===== config.mk =====
export PLATFORM = sky130hd
export DESIGN_NAME = arbkf_alu
export DESIGN_NICKNAME = d
export VERILOG_FILES = /design/src/rtl/angle_rate_bias_kalman_filter_top_assert.svh /design/src/rtl/arbkf_pkg.sv /design/src/rtl/arbkf_alu.sv
export SDC_FILE = /design/constraint.sdc
export NUM_CORES = 2
export LEC_CHECK = 0
export ABC_AREA = 0
export BUFFER_PORTS_ARGS = -buffer_cell sky130_fd_sc_hd__buf_4
export CORE_ASPECT_RATIO = 1.1
export CORE_MARGIN = 4
export CORE_UTILIZATION = 45
export CTS_BUF_LIST = sky130_fd_sc_hd__clkbuf_16
export DETAILED_ROUTE_END_ITERATION = 10
export PLACE_DENSITY = 0.71
export REMOVE_ABC_BUFFERS = 1
export SLEW_MARGIN = 25
export SYNTH_ARGS = -nofsm -noshare
export SYNTH_HDL_FRONTEND = slang
export SYNTH_SLANG_ARGS = --single-unit

===== constraint.sdc =====
create_clock -name clock -period 12.59 [get_ports clock]
set_input_delay 1.259 -clock clock [delete_from_list [all_inputs] [get_ports clock]]
set_output_delay 1.259 -clock clock [all_outputs]
set_load 0.01 [all_outputs]

===== src/rtl/angle_rate_bias_kalman_filter_top_assert.svh =====
// Assertion macros for the angle, rate and bias filter top level.
// Needs signals named clock and reset in the including module.
`ifndef ANGLE_RATE_BIAS_KALMAN_FILTER_TOP_ASSERT_SVH
`define ANGLE_RATE_BIAS_KALMAN_FILTER_TOP_ASSERT_SVH

// Condition in one cycle implies a condition in the same cycle.
`define AKF_ASSERT_NOW(label, cond, prop, msg) \
   label: assert property (@(posedge clock) disable iff (reset) (cond) |-> (prop)) \
      else $error(msg);

// Condition in one cycle implies a condition in the next cycle.
`define AKF_ASSERT_NEXT(label, cond, prop, msg) \
   label: assert property (@(posedge clock) disable iff (reset) (cond) |=> (prop)) \
      else $error(msg);

`endif


===== src/rtl/arbkf_pkg.sv =====
// Shared types, constants and the step sequence of the angle, rate and bias filter.
// No dependencies; the ALU, the divider, the top level and the testbench import it.
`timescale 1ns / 1ps
`default_nettype none

package arbkf_pkg;

   localparam int WORD_BITS = 32;
   localparam int FRAC_BITS = 16;
   localparam int WIDE_BITS = 2 * WORD_BITS + 1;
   localparam int QUOT_BITS = WORD_BITS + 1;
   localparam int MEM_DEPTH = 32;
   localparam int ADDR_BITS = $clog2(MEM_DEPTH);
   localparam int PC_BITS   = 7;
   localparam int CSR_INDEX_BITS = 3;
   localparam int CSR_DATA_BITS  = 31;
   localparam int DT_BITS        = 16;
   localparam int NOISE_BITS     = 31;

   typedef logic signed [WORD_BITS-1:0]   word_type;
   typedef logic signed [2*WORD_BITS-1:0] prod_type;
   typedef logic signed [WIDE_BITS-1:0]   wide_type;
   typedef logic [ADDR_BITS-1:0]          addr_type;
   typedef logic [PC_BITS-1:0]            pc_type;
   typedef logic [CSR_INDEX_BITS-1:0]     csr_index_type;
   typedef logic [CSR_DATA_BITS-1:0]      csr_data_type;

   localparam word_type FIX_ONE  = word_type'(64'sd1 <<< FRAC_BITS);
   localparam word_type FIX_INIT = word_type'(64'sd1000 <<< FRAC_BITS);

   localparam csr_index_type CSR_TIME_STEP   = 3'd0;
   localparam csr_index_type CSR_ANGLE_QNS   = 3'd1;
   localparam csr_index_type CSR_RATE_QNS    = 3'd2;
   localparam csr_index_type CSR_BIAS_QNS    = 3'd3;
   localparam csr_index_type CSR_ANGLE_RNS   = 3'd4;
   localparam csr_index_type CSR_RATE_RNS    = 3'd5;

   localparam logic [1:0] STATUS_OK        = 2'd0;
   localparam logic [1:0] STATUS_SINGULAR  = 2'd1;
   localparam logic [1:0] STATUS_SATURATED = 2'd2;

   typedef struct packed {
      logic signed [31:0] angle_meas;
      logic signed [31:0] rate_meas;
      logic               restart;
   } req_type;

   typedef struct packed {
      logic signed [31:0] angle_est;
      logic signed [31:0] rate_est;
      logic signed [31:0] bias_est;
      logic [1:0]         status;
   } rsp_type;

   typedef enum logic [3:0] {
      OP_MOV, OP_ADD, OP_SUB, OP_FMUL, OP_PSET, OP_PSUB, OP_DET, OP_DIV, OP_DONE
   } op_type;

   typedef enum logic [3:0] {
      BS_MEM, BS_ZERO, BS_ONE, BS_INIT, BS_DT, BS_QA, BS_QR, BS_QB, BS_RA, BS_RR,
      BS_Z1, BS_Z2
   } bsel_type;

   typedef enum logic [2:0] {
      ST_IDLE, ST_READ, ST_EXEC, ST_WRITE, ST_DIV, ST_OUT
   } state_type;

   typedef struct packed {
      op_type   op;
      addr_type a;
      addr_type b;
      bsel_type bsel;
      addr_type dst;
   } uop_type;

   typedef struct packed {
      logic   exec_en;
      logic   wr_en;
      op_type op;
   } alu_ctrl_type;

   typedef struct packed {
      logic busy;
      logic done;
      logic sat;
   } div_stat_type;

   // Scratch memory map. The Q entries reuse scratch words that are dead by then.
   localparam addr_type A_X0 = 5'd0, A_X1 = 5'd1, A_X2 = 5'd2;
   localparam addr_type A_P0 = 5'd3, A_P1 = 5'd4, A_P2 = 5'd5;
   localparam addr_type A_P3 = 5'd6, A_P4 = 5'd7, A_P5 = 5'd8;
   localparam addr_type A_P6 = 5'd9, A_P7 = 5'd10, A_P8 = 5'd11;
   localparam addr_type A_ZA = 5'd12, A_ZR = 5'd13, A_T0 = 5'd14, A_T1 = 5'd15;
   localparam addr_type A_TA = 5'd16, A_TB = 5'd17, A_TC = 5'd18;
   localparam addr_type A_Y1 = 5'd19, A_Y2 = 5'd20, A_S11 = 5'd21, A_S22 = 5'd22;
   localparam addr_type A_K11 = 5'd23, A_K12 = 5'd24, A_K21 = 5'd25;
   localparam addr_type A_K22 = 5'd26, A_K31 = 5'd27, A_K32 = 5'd28;
   localparam addr_type A_M11 = 5'd29, A_M22 = 5'd30;
   localparam addr_type A_Q11 = 5'd12, A_Q12 = 5'd13, A_Q13 = 5'd16;
   localparam addr_type A_Q21 = 5'd17, A_Q22 = 5'd18, A_Q23 = 5'd19;
   localparam addr_type A_Q31 = 5'd20, A_Q32 = 5'd21, A_Q33 = 5'd22;

   localparam pc_type INIT_LEN = 7'd12;
   localparam pc_type DONE_PC  = 7'd119;

   function automatic uop_type uo(op_type op, addr_type a, addr_type b, bsel_type bs,
                                  addr_type d);
      uop_type u;
      u.op = op; u.a = a; u.b = b; u.bsel = bs; u.dst = d;
      return u;
   endfunction

   // Register to register operation.
   function automatic uop_type rr(op_type op, addr_type d, addr_type a, addr_type b);
      return uo(op, a, b, BS_MEM, d);
   endfunction

   // Register with a constant or configuration operand.
   function automatic uop_type rk(op_type op, addr_type d, addr_type a, bsel_type bs);
      return uo(op, a, a, bs, d);
   endfunction

   function automatic uop_type ucode(pc_type pc);
      uop_type u;
      u = uo(OP_DONE, A_X0, A_X0, BS_ZERO, A_X0);
      case (int'(pc))
         // Reload of the initial state.
         0:   u = rk(OP_MOV, A_X0, A_X0, BS_ZERO);
         1:   u = rk(OP_MOV, A_X1, A_X1, BS_ZERO);
         2:   u = rk(OP_MOV, A_X2, A_X2, BS_ZERO);
         3:   u = rk(OP_MOV, A_P0, A_P0, BS_INIT);
         4:   u = rk(OP_MOV, A_P1, A_P1, BS_ZERO);
         5:   u = rk(OP_MOV, A_P2, A_P2, BS_ZERO);
         6:   u = rk(OP_MOV, A_P3, A_P3, BS_ZERO);
         7:   u = rk(OP_MOV, A_P4, A_P4, BS_INIT);
         8:   u = rk(OP_MOV, A_P5, A_P5, BS_ZERO);
         9:   u = rk(OP_MOV, A_P6, A_P6, BS_ZERO);
         10:  u = rk(OP_MOV, A_P7, A_P7, BS_ZERO);
         11:  u = rk(OP_MOV, A_P8, A_P8, BS_INIT);
         // Prediction.
         12:  u = rk(OP_MOV, A_ZA, A_ZA, BS_Z1);
         13:  u = rk(OP_MOV, A_ZR, A_ZR, BS_Z2);
         14:  u = rr(OP_SUB, A_T0, A_X1, A_X2);
         15:  u = rk(OP_FMUL, A_T0, A_T0, BS_DT);
         16:  u = rr(OP_ADD, A_X0, A_X0, A_T0);
         17:  u = rr(OP_SUB, A_T0, A_P3, A_P6);
         18:  u = rk(OP_FMUL, A_T0, A_T0, BS_DT);
         19:  u = rr(OP_ADD, A_TA, A_P0, A_T0);
         20:  u = rr(OP_SUB, A_T0, A_P4, A_P7);
         21:  u = rk(OP_FMUL, A_T0, A_T0, BS_DT);
         22:  u = rr(OP_ADD, A_TB, A_P1, A_T0);
         23:  u = rr(OP_SUB, A_T0, A_P5, A_P8);
         24:  u = rk(OP_FMUL, A_T0, A_T0, BS_DT);
         25:  u = rr(OP_ADD, A_TC, A_P2, A_T0);
         26:  u = rr(OP_SUB, A_T0, A_TB, A_TC);
         27:  u = rk(OP_FMUL, A_T0, A_T0, BS_DT);
         28:  u = rr(OP_ADD, A_T0, A_TA, A_T0);
         29:  u = rk(OP_ADD, A_P0, A_T0, BS_QA);
         30:  u = rk(OP_ADD, A_P1, A_TB, BS_ZERO);
         31:  u = rk(OP_ADD, A_P2, A_TC, BS_ZERO);
         32:  u = rr(OP_SUB, A_T0, A_P4, A_P5);
         33:  u = rk(OP_FMUL, A_T0, A_T0, BS_DT);
         34:  u = rr(OP_ADD, A_P3, A_P3, A_T0);
         35:  u = rk(OP_ADD, A_P4, A_P4, BS_QR);
         36:  u = rr(OP_SUB, A_T0, A_P7, A_P8);
         37:  u = rk(OP_FMUL, A_T0, A_T0, BS_DT);
         38:  u = rr(OP_ADD, A_P6, A_P6, A_T0);
         39:  u = rk(OP_ADD, A_P8, A_P8, BS_QB);
         // Innovation and its covariance.
         40:  u = rr(OP_SUB, A_Y1, A_ZA, A_X0);
         41:  u = rr(OP_SUB, A_Y2, A_ZR, A_X1);
         42:  u = rk(OP_ADD, A_S11, A_P0, BS_RA);
         43:  u = rk(OP_ADD, A_S22, A_P4, BS_RR);
         44:  u = rr(OP_PSET, A_T0, A_S11, A_S22);
         45:  u = rr(OP_PSUB, A_T0, A_P1, A_P3);
         46:  u = rr(OP_DET, A_T0, A_T0, A_T0);
         // Gains, each a two-product numerator over the determinant.
         47:  u = rr(OP_PSET, A_T0, A_P0, A_S22);
         48:  u = rr(OP_PSUB, A_T0, A_P1, A_P3);
         49:  u = rr(OP_DIV, A_K11, A_T0, A_T0);
         50:  u = rr(OP_PSET, A_T0, A_P1, A_S11);
         51:  u = rr(OP_PSUB, A_T0, A_P0, A_P1);
         52:  u = rr(OP_DIV, A_K12, A_T0, A_T0);
         53:  u = rr(OP_PSET, A_T0, A_P3, A_S22);
         54:  u = rr(OP_PSUB, A_T0, A_P4, A_P3);
         55:  u = rr(OP_DIV, A_K21, A_T0, A_T0);
         56:  u = rr(OP_PSET, A_T0, A_P4, A_S11);
         57:  u = rr(OP_PSUB, A_T0, A_P3, A_P1);
         58:  u = rr(OP_DIV, A_K22, A_T0, A_T0);
         59:  u = rr(OP_PSET, A_T0, A_P6, A_S22);
         60:  u = rr(OP_PSUB, A_T0, A_P7, A_P3);
         61:  u = rr(OP_DIV, A_K31, A_T0, A_T0);
         62:  u = rr(OP_PSET, A_T0, A_P7, A_S11);
         63:  u = rr(OP_PSUB, A_T0, A_P6, A_P1);
         64:  u = rr(OP_DIV, A_K32, A_T0, A_T0);
         // State correction.
         65:  u = rr(OP_FMUL, A_T0, A_K11, A_Y1);
         66:  u = rr(OP_ADD, A_X0, A_X0, A_T0);
         67:  u = rr(OP_FMUL, A_T0, A_K12, A_Y2);
         68:  u = rr(OP_ADD, A_X0, A_X0, A_T0);
         69:  u = rr(OP_FMUL, A_T0, A_K21, A_Y1);
         70:  u = rr(OP_ADD, A_X1, A_X1, A_T0);
         71:  u = rr(OP_FMUL, A_T0, A_K22, A_Y2);
         72:  u = rr(OP_ADD, A_X1, A_X1, A_T0);
         73:  u = rr(OP_FMUL, A_T0, A_K31, A_Y1);
         74:  u = rr(OP_ADD, A_X2, A_X2, A_T0);
         75:  u = rr(OP_FMUL, A_T0, A_K32, A_Y2);
         76:  u = rr(OP_ADD, A_X2, A_X2, A_T0);
         // Covariance correction from the predicted values.
         77:  u = rk(OP_MOV, A_T1, A_T1, BS_ONE);
         78:  u = rr(OP_SUB, A_M11, A_T1, A_K11);
         79:  u = rr(OP_SUB, A_M22, A_T1, A_K22);
         80:  u = rr(OP_FMUL, A_T0, A_P0, A_M11);
         81:  u = rr(OP_FMUL, A_T1, A_P3, A_K12);
         82:  u = rr(OP_SUB, A_Q11, A_T0, A_T1);
         83:  u = rr(OP_FMUL, A_T0, A_P1, A_M11);
         84:  u = rr(OP_FMUL, A_T1, A_P4, A_K12);
         85:  u = rr(OP_SUB, A_Q12, A_T0, A_T1);
         86:  u = rr(OP_FMUL, A_T0, A_P2, A_M11);
         87:  u = rr(OP_FMUL, A_T1, A_P5, A_K12);
         88:  u = rr(OP_SUB, A_Q13, A_T0, A_T1);
         89:  u = rr(OP_FMUL, A_T0, A_P3, A_M22);
         90:  u = rr(OP_FMUL, A_T1, A_P0, A_K21);
         91:  u = rr(OP_SUB, A_Q21, A_T0, A_T1);
         92:  u = rr(OP_FMUL, A_T0, A_P4, A_M22);
         93:  u = rr(OP_FMUL, A_T1, A_P1, A_K21);
         94:  u = rr(OP_SUB, A_Q22, A_T0, A_T1);
         95:  u = rr(OP_FMUL, A_T0, A_P5, A_M22);
         96:  u = rr(OP_FMUL, A_T1, A_P2, A_K21);
         97:  u = rr(OP_SUB, A_Q23, A_T0, A_T1);
         98:  u = rr(OP_FMUL, A_T0, A_P3, A_K32);
         99:  u = rr(OP_SUB, A_T0, A_P6, A_T0);
         100: u = rr(OP_FMUL, A_T1, A_P0, A_K31);
         101: u = rr(OP_SUB, A_Q31, A_T0, A_T1);
         102: u = rr(OP_FMUL, A_T0, A_P4, A_K32);
         103: u = rr(OP_SUB, A_T0, A_P7, A_T0);
         104: u = rr(OP_FMUL, A_T1, A_P1, A_K31);
         105: u = rr(OP_SUB, A_Q32, A_T0, A_T1);
         106: u = rr(OP_FMUL, A_T0, A_P5, A_K32);
         107: u = rr(OP_SUB, A_T0, A_P8, A_T0);
         108: u = rr(OP_FMUL, A_T1, A_P2, A_K31);
         109: u = rr(OP_SUB, A_Q33, A_T0, A_T1);
         110: u = rk(OP_ADD, A_P0, A_Q11, BS_ZERO);
         111: u = rk(OP_ADD, A_P1, A_Q12, BS_ZERO);
         112: u = rk(OP_ADD, A_P2, A_Q13, BS_ZERO);
         113: u = rk(OP_ADD, A_P3, A_Q21, BS_ZERO);
         114: u = rk(OP_ADD, A_P4, A_Q22, BS_ZERO);
         115: u = rk(OP_ADD, A_P5, A_Q23, BS_ZERO);
         116: u = rk(OP_ADD, A_P6, A_Q31, BS_ZERO);
         117: u = rk(OP_ADD, A_P7, A_Q32, BS_ZERO);
         118: u = rk(OP_ADD, A_P8, A_Q33, BS_ZERO);
         default: u = uo(OP_DONE, A_X0, A_X0, BS_ZERO, A_X0);
      endcase
      return u;
   endfunction

endpackage

`default_nettype wire


===== src/rtl/arbkf_alu.sv =====
// Shared arithmetic unit: registered multiplier and adder, rounding, saturation,
// and the double-width accumulator for determinant and gain numerators. Uses arbkf_pkg.
`timescale 1ns / 1ps
`default_nettype none

module arbkf_alu (
   input  wire logic                   clock,
   input  wire arbkf_pkg::alu_ctrl_type ctrl,
   input  wire arbkf_pkg::word_type     a,
   input  wire arbkf_pkg::word_type     b,
   output arbkf_pkg::word_type          wdata,
   output logic                        sat,
   output arbkf_pkg::wide_type          acc,
   output arbkf_pkg::wide_type          det,
   output logic                        acc_zero
);
   import arbkf_pkg::*;

   localparam logic [2*WORD_BITS-1:0] HALF    = (2*WORD_BITS)'(1) << (FRAC_BITS - 1);
   localparam logic [2*WORD_BITS-1:0] POS_LIM = ((2*WORD_BITS)'(1) << (WORD_BITS - 1)) - 1;
   localparam logic [2*WORD_BITS-1:0] NEG_LIM = (2*WORD_BITS)'(1) << (WORD_BITS - 1);
   localparam logic signed [WORD_BITS:0] SUM_MAX = (WORD_BITS+1)'(POS_LIM);
   localparam logic signed [WORD_BITS:0] SUM_MIN = -SUM_MAX - 1;

   prod_type                    prod_ff, prod_in;
   logic signed [WORD_BITS:0]   sum_ff, sum_in;
   wide_type                    acc_ff, acc_in;
   wide_type                    det_ff, det_in;
   logic [2*WORD_BITS-1:0]      mag, rnd, lim;
   logic                        neg;

   always_comb begin
      prod_in = prod_type'(a) * prod_type'(b);
      case (ctrl.op)
         OP_SUB:  sum_in = (WORD_BITS+1)'(a) - (WORD_BITS+1)'(b);
         OP_MOV:  sum_in = (WORD_BITS+1)'(b);
         default: sum_in = (WORD_BITS+1)'(a) + (WORD_BITS+1)'(b);
      endcase
   end

   always_comb begin
      acc_in = acc_ff;
      det_in = det_ff;
      if (ctrl.wr_en) begin
         case (ctrl.op)
            OP_PSET: acc_in = wide_type'(prod_ff);
            OP_PSUB: acc_in = acc_ff - wide_type'(prod_ff);
            OP_DET:  det_in = acc_ff;
            default: acc_in = acc_ff;
         endcase
      end
   end

   always_ff @(posedge clock) begin
      if (ctrl.exec_en) begin
         prod_ff <= prod_in;
         sum_ff  <= sum_in;
      end
      acc_ff <= acc_in;
      det_ff <= det_in;
   end

   // Products round to nearest on the magnitude, ties away from zero; all results saturate.
   always_comb begin
      neg   = prod_ff[2*WORD_BITS-1];
      mag   = neg ? 0 - prod_ff : prod_ff;
      rnd   = (mag + HALF) >> FRAC_BITS;
      lim   = neg ? NEG_LIM : POS_LIM;
      wdata = '0;
      sat   = 1'b0;
      case (ctrl.op)
         OP_FMUL: begin
            if (rnd > lim) begin
               sat   = 1'b1;
               wdata = neg ? word_type'(0 - lim) : word_type'(lim);
            end else begin
               wdata = neg ? word_type'(0 - rnd) : word_type'(rnd);
            end
         end
         default: begin
            if (sum_ff > SUM_MAX) begin
               sat   = 1'b1;
               wdata = word_type'(SUM_MAX);
            end else if (sum_ff < SUM_MIN) begin
               sat   = 1'b1;
               wdata = word_type'(SUM_MIN);
            end else begin
               wdata = word_type'(sum_ff);
            end
         end
      endcase
   end

   assign acc      = acc_ff;
   assign det      = det_ff;
   assign acc_zero = (acc_ff == '0);

endmodule

`default_nettype wire


### Yosys cells after proc, flatten, opt, wreduce, memory -nomap -nowiden

Index checks and enable logic that the tools add are counted.

* input bits: 71
* output and inout bits: 164
* logic and storage cells: 39
* bits in registers: 227

* $add $sub $neg: 7
* muxes and demuxes: 14
* multipliers: 1
* eq/ne operators: 5
* reduce and logical (&&, ||, !) cells: 5
* order comparisons: 3

Operator list (count)
* $mux 32: 7
* $pmux 65 s2: 1
* $pmux 33 s2: 1
* $logic_not 65->1: 1
* $sub 65x64->65: 1
* $add 64x16->64 const B: 1
* $mul 32x32->64: 1
* $mux 64: 1
* $sub 1x32->32 const A: 2
* $sub 1x64->64 const A: 1
* $gt 48x32->1: 1
* $add 32x32->33: 1
* $gt 33x32->1 const B: 1
* $lt 33x32->1 const B: 1
* $sub 32x32->33: 1
* $eq 4x3->1 const B: 3
* $eq 4x2->1 const B: 2
* $logic_not 4->1: 1
* $mux 1: 4
* $reduce_and 2->1: 2
* $reduce_bool 2->1: 1

### Depth between registers and ports, before layout

* depth in word-level cells: 7
* mapped depth: 35
* depth with buffers taken out: 32

### Least setup slack after synthesis

OpenSTA, ideal clock, no wires.

* path type: in2reg
* start: input b[7]
* end: register prod_ff[63], data pin
* path slack: 3.163 ns
* path buffers: 2
* arrival: 9.167 ns
* required time: 12.330 ns
* cell stages on the path: 29
* library setup time: 0.260 ns
* path through: clkbuf_1 -> clkbuf_1 -> nand2_1 -> fa_1 -> inv_1 -> fa_1 -> fa_1 -> inv_1 -> fa_1 -> inv_1 -> fa_1 -> fa_1 -> fa_1 -> inv_1 -> fa_1 -> inv_1 -> ha_1 -> a211oi_1 -> nand2_1 -> or3_1 -> o21ai_0 -> nand2_1 -> a211oi_1 -> o31ai_1 -> o41ai_1 -> o211ai_1 -> a221o_1 -> a21oi_1 -> xnor2_1

* word-level cells in the longest chain between the ends: 1

Ends and longest elaborated chain
* start: declaration: line arbkf_alu.sv:10 `input wire arbkf_pkg::word_type b,`
* $mul 32x32->64: line arbkf_alu.sv:33 `prod_in = prod_type'(a) * prod_type'(b);`
* via prod_in[63]: line arbkf_alu.sv:25 `prod_type prod_ff, prod_in;`
* end signal: assignment: line arbkf_alu.sv:56 `prod_ff <= prod_in;`
* end: declaration: line arbkf_alu.sv:25

The timed path passes the listed nets, and every way through them passes these cells.
A chain may end at the register's enable or synchronous reset.

### Worst setup path after layout

* start: input b[9]
* end: register prod_ff[63], data pin

The elaborated chain is that of the path after synthesis.

==> impl_metrics.csv <==
group,metric,value,unit
timing,drv_slew,0,
critical_path,critPathMaxStageDelay,0.75,ns
critical_path,critPathMostFrequentCell,"fa_1",
global_routing,grt_util_met1,33.2,%
route,first_pass_iters,5,
timing,worst_pin_slew,0.999,ns
clock_tree,post_cts_buffers,0,
run,maxCapViolations,0,
global_routing,track_usage,25.4,%
global_routing,grt_start_max_net_pins,89,
yosys,netlist.area_leader.share,39.4,%
floorplanning,ios,235,
critical_path,slowest_stage,"o41ai_1",
timing,rsz0062_at_grt,"false",
timing,skew,0.0286,ns
clock_tree,cts_buffer_depth,3,
yosys,syn_area,0.0551,mm2
route,ant_nets,0,
timing,fmax,98.9,MHz
placed_design,io_buffers,234,
clock_tree,clkTransAtPathRegs,0.07,ns
global_routing,antenna_found_initial,6,
layout,area_growth_syn_to_layout,6.56,%
yosys,synth_warnings,0,
timing,fin_crit_sh,80.3,%
global_routing,grt_util_met2,42.7,%
floorplanning,rows,134,
floorplanning,initial_core_util,45.3,%
clock_tree,clock_latency,0.56,ns
clock_tree,numCtsBuffers,23,
hold_path,holdCritPathClass,"reg -> reg",
timing,hold_viol,0,
critical_path,end_kind,"flip-flop",
clock_tree,clkSinkCount,227,
yosys,synth_area_leaders,"fa_1 39%, edfxtp_1 12%, inv_1 7.8%, ha_1 7.2%, and2_1 5.7%",
critical_path,startpoint_type,"input pin",
global_routing,grt_busiest_layer,"met2",
global_routing,overflow,0,
floorplanning,coreArea,0.122,mm2
global_routing,grt_pass1_vias,45300,
yosys,ys_seq_area_share,12.4,%
yosys,ys_ff_latch,227,
route,drc,0,
floorplanning,die_y,375,um
clock_tree,cts.htree.levels,1,
yosys,yosys.area.top_type,"fa_1",
critical_path,crit_fanout,39,
placed_design,place_hpwl,125000,um
global_routing,grt_pass1_wl,257000,um
timing,final-setup-viol-count,0,
yosys,synth_edf_count,227,
route,num_vias,42500,
route,wl_per_cell,21.1,um
clock_tree,cts_hold_buf,0,
timing,period_minus_slack,10.11,ns
layout,fin_nets,7474,
timing,timing.slew.headroom,32.9,%
clock_tree,cts_resized,0,
timing,fin_hold_ws,0.545,ns
global_routing,use_met3,4.67,%
critical_path,arrival,10.39,ns
yosys,syn_inst,6028,
placed_design,gp_congestion,0.908,
route,first_iter_violations,3107,
yosys,synth.avg_cell_area,9.14,um2
critical_path,worstSetupPathType,"in -> reg",
clock_tree,cts_tree,"built",
critical_path,crit_required,12.87,ns
route,wl,161000,um
clock_tree,clk_root_buffer_cell,"clkbuf_16",
floorplanning,dieWidth,342,um
route,vias_per_cell,5.56,
yosys,synthArstFlopShare,0,%
outcome,status,"finished, final reports clean",
yosys,yosysUniqueCellTypes,93,
floorplanning,dieArea,0.128,mm2
timing,fin_tns_setup,0,ns
yosys,synthFlopType,"edfxtp_1",
layout,drive_gt1_share,5.95,%
per-stage QoR:
step                worst slack [ns]  util (%)  instances  instance area (um2)
floorplan                       2.07         -       5720                53900
global placement                2.09      47.7       7610                57900
detailed placement              2.03      47.7       7610                57900
CTS                             2.60      48.3       7652                58700
global route                    2.08      48.3       7652                58700
finish                          2.48      48.3       7653                58700
cells in the mapped netlist (29+ instances only):
cell type,count
o21ai_0,198
and3_1,29
a21oi_1,197
maj3_1,30
inv_1,1145
nor2b_1,50
clkbuf_1,275
fa_1,1084
nand4_1,39
nand2b_1,33
nor4_1,42
nand3_1,65
nand2_1,771
xor2_1,85
xnor2_1,170
nor2_1,170
edfxtp_1,227
o21a_1,30
nor3_1,54
and2_1,505
a21o_1,87
ha_1,316
worst paths after layout:
check               from           to  slack [ns]  depth (start not counted)
max                 b[9]  prod_ff[63]        2.48                         29
min              acc[24]      det[24]        0.55                          0
max reg2reg  prod_ff[15]      acc[63]        7.08                         15
min reg2reg      acc[24]      det[24]        0.55                          0
worst max-delay path: cells and delay by family:
| kind | cells | cell delay, ns |
|---|---|---|
| XOR/XNOR | 1 | 0.08 |
| adder cells (fa/ha/maj) | 9 | 4.24 |
| AO/OA/AOI/OAI | 9 | 3.23 |
| buffers and inverters | 6 | 0.74 |
| AND/OR/NAND/NOR | 4 | 0.79 |
logic make-up (layout without fill, tap and decap cells):
family                   count (synthesis)  count (layout)  synth area share, %
flip-flops                             227             227                 12.4
multiplexers                            22              22                0.425
AO/OA/AOI/OAI                          783             783                 9.08
buffers and inverters                 1459            1451                 9.99
other                                    0               1                    0
XOR/XNOR                               255             255                 4.05
AND/OR/NAND/NOR                       1852            1852                 17.0
adder cells (fa/ha/maj)               1430            1430                 47.1
layout make-up:
class                   instances  area, um2
inverters                    1151       4320
clock buffers                  23        576
well taps                    1632       2040
fillers                     11300      62800
diodes                          1       2.50
flip-flops and latches        227       6820
multi-input cells            4342      42800
clock inverters                19        213
repair buffers                258       1940
routing by layer:
metal / wire length (um) / vias up / share of wire (%)
li1: - / 18800 / -
met1: 64200 / 21400 / 40
met2: 76400 / 1885 / 47
met5: 55 / - / 0.034
met3: 14200 / 402 / 8.8
met4: 6380 / 8 / 4.0
state kept, by name, summed over array words and instances, names as in the netlist:
register  cells
sum_ff       33
acc          65
det          65
prod_ff      64
cell usage in the layout, fill, tap and decap left out, types with 24 or more instances in the layout:
cell	count
nand3_1	65
buf_4	258
fa_1	1084
maj3_1	30
ha_1	316
o21ai_0	198
nor2b_1	50
o21a_1	30
a211oi_1	27
nand2b_1	33
a31oi_1	25
xnor2_1	170
a21oi_1	197
nand2_1	771
xor2_1	85
o31ai_1	24
nand4_1	39
a21o_1	87
inv_1	1145
nor2_1	169
edfxtp_1	227
and3_1	29
and2_1	505
nor4_1	40
o21bai_1	25
nor3_1	54
Power is left out: the tool's default activity adds up to more than one toggle a clock period on the data nets, which glitch-free logic cannot reach.
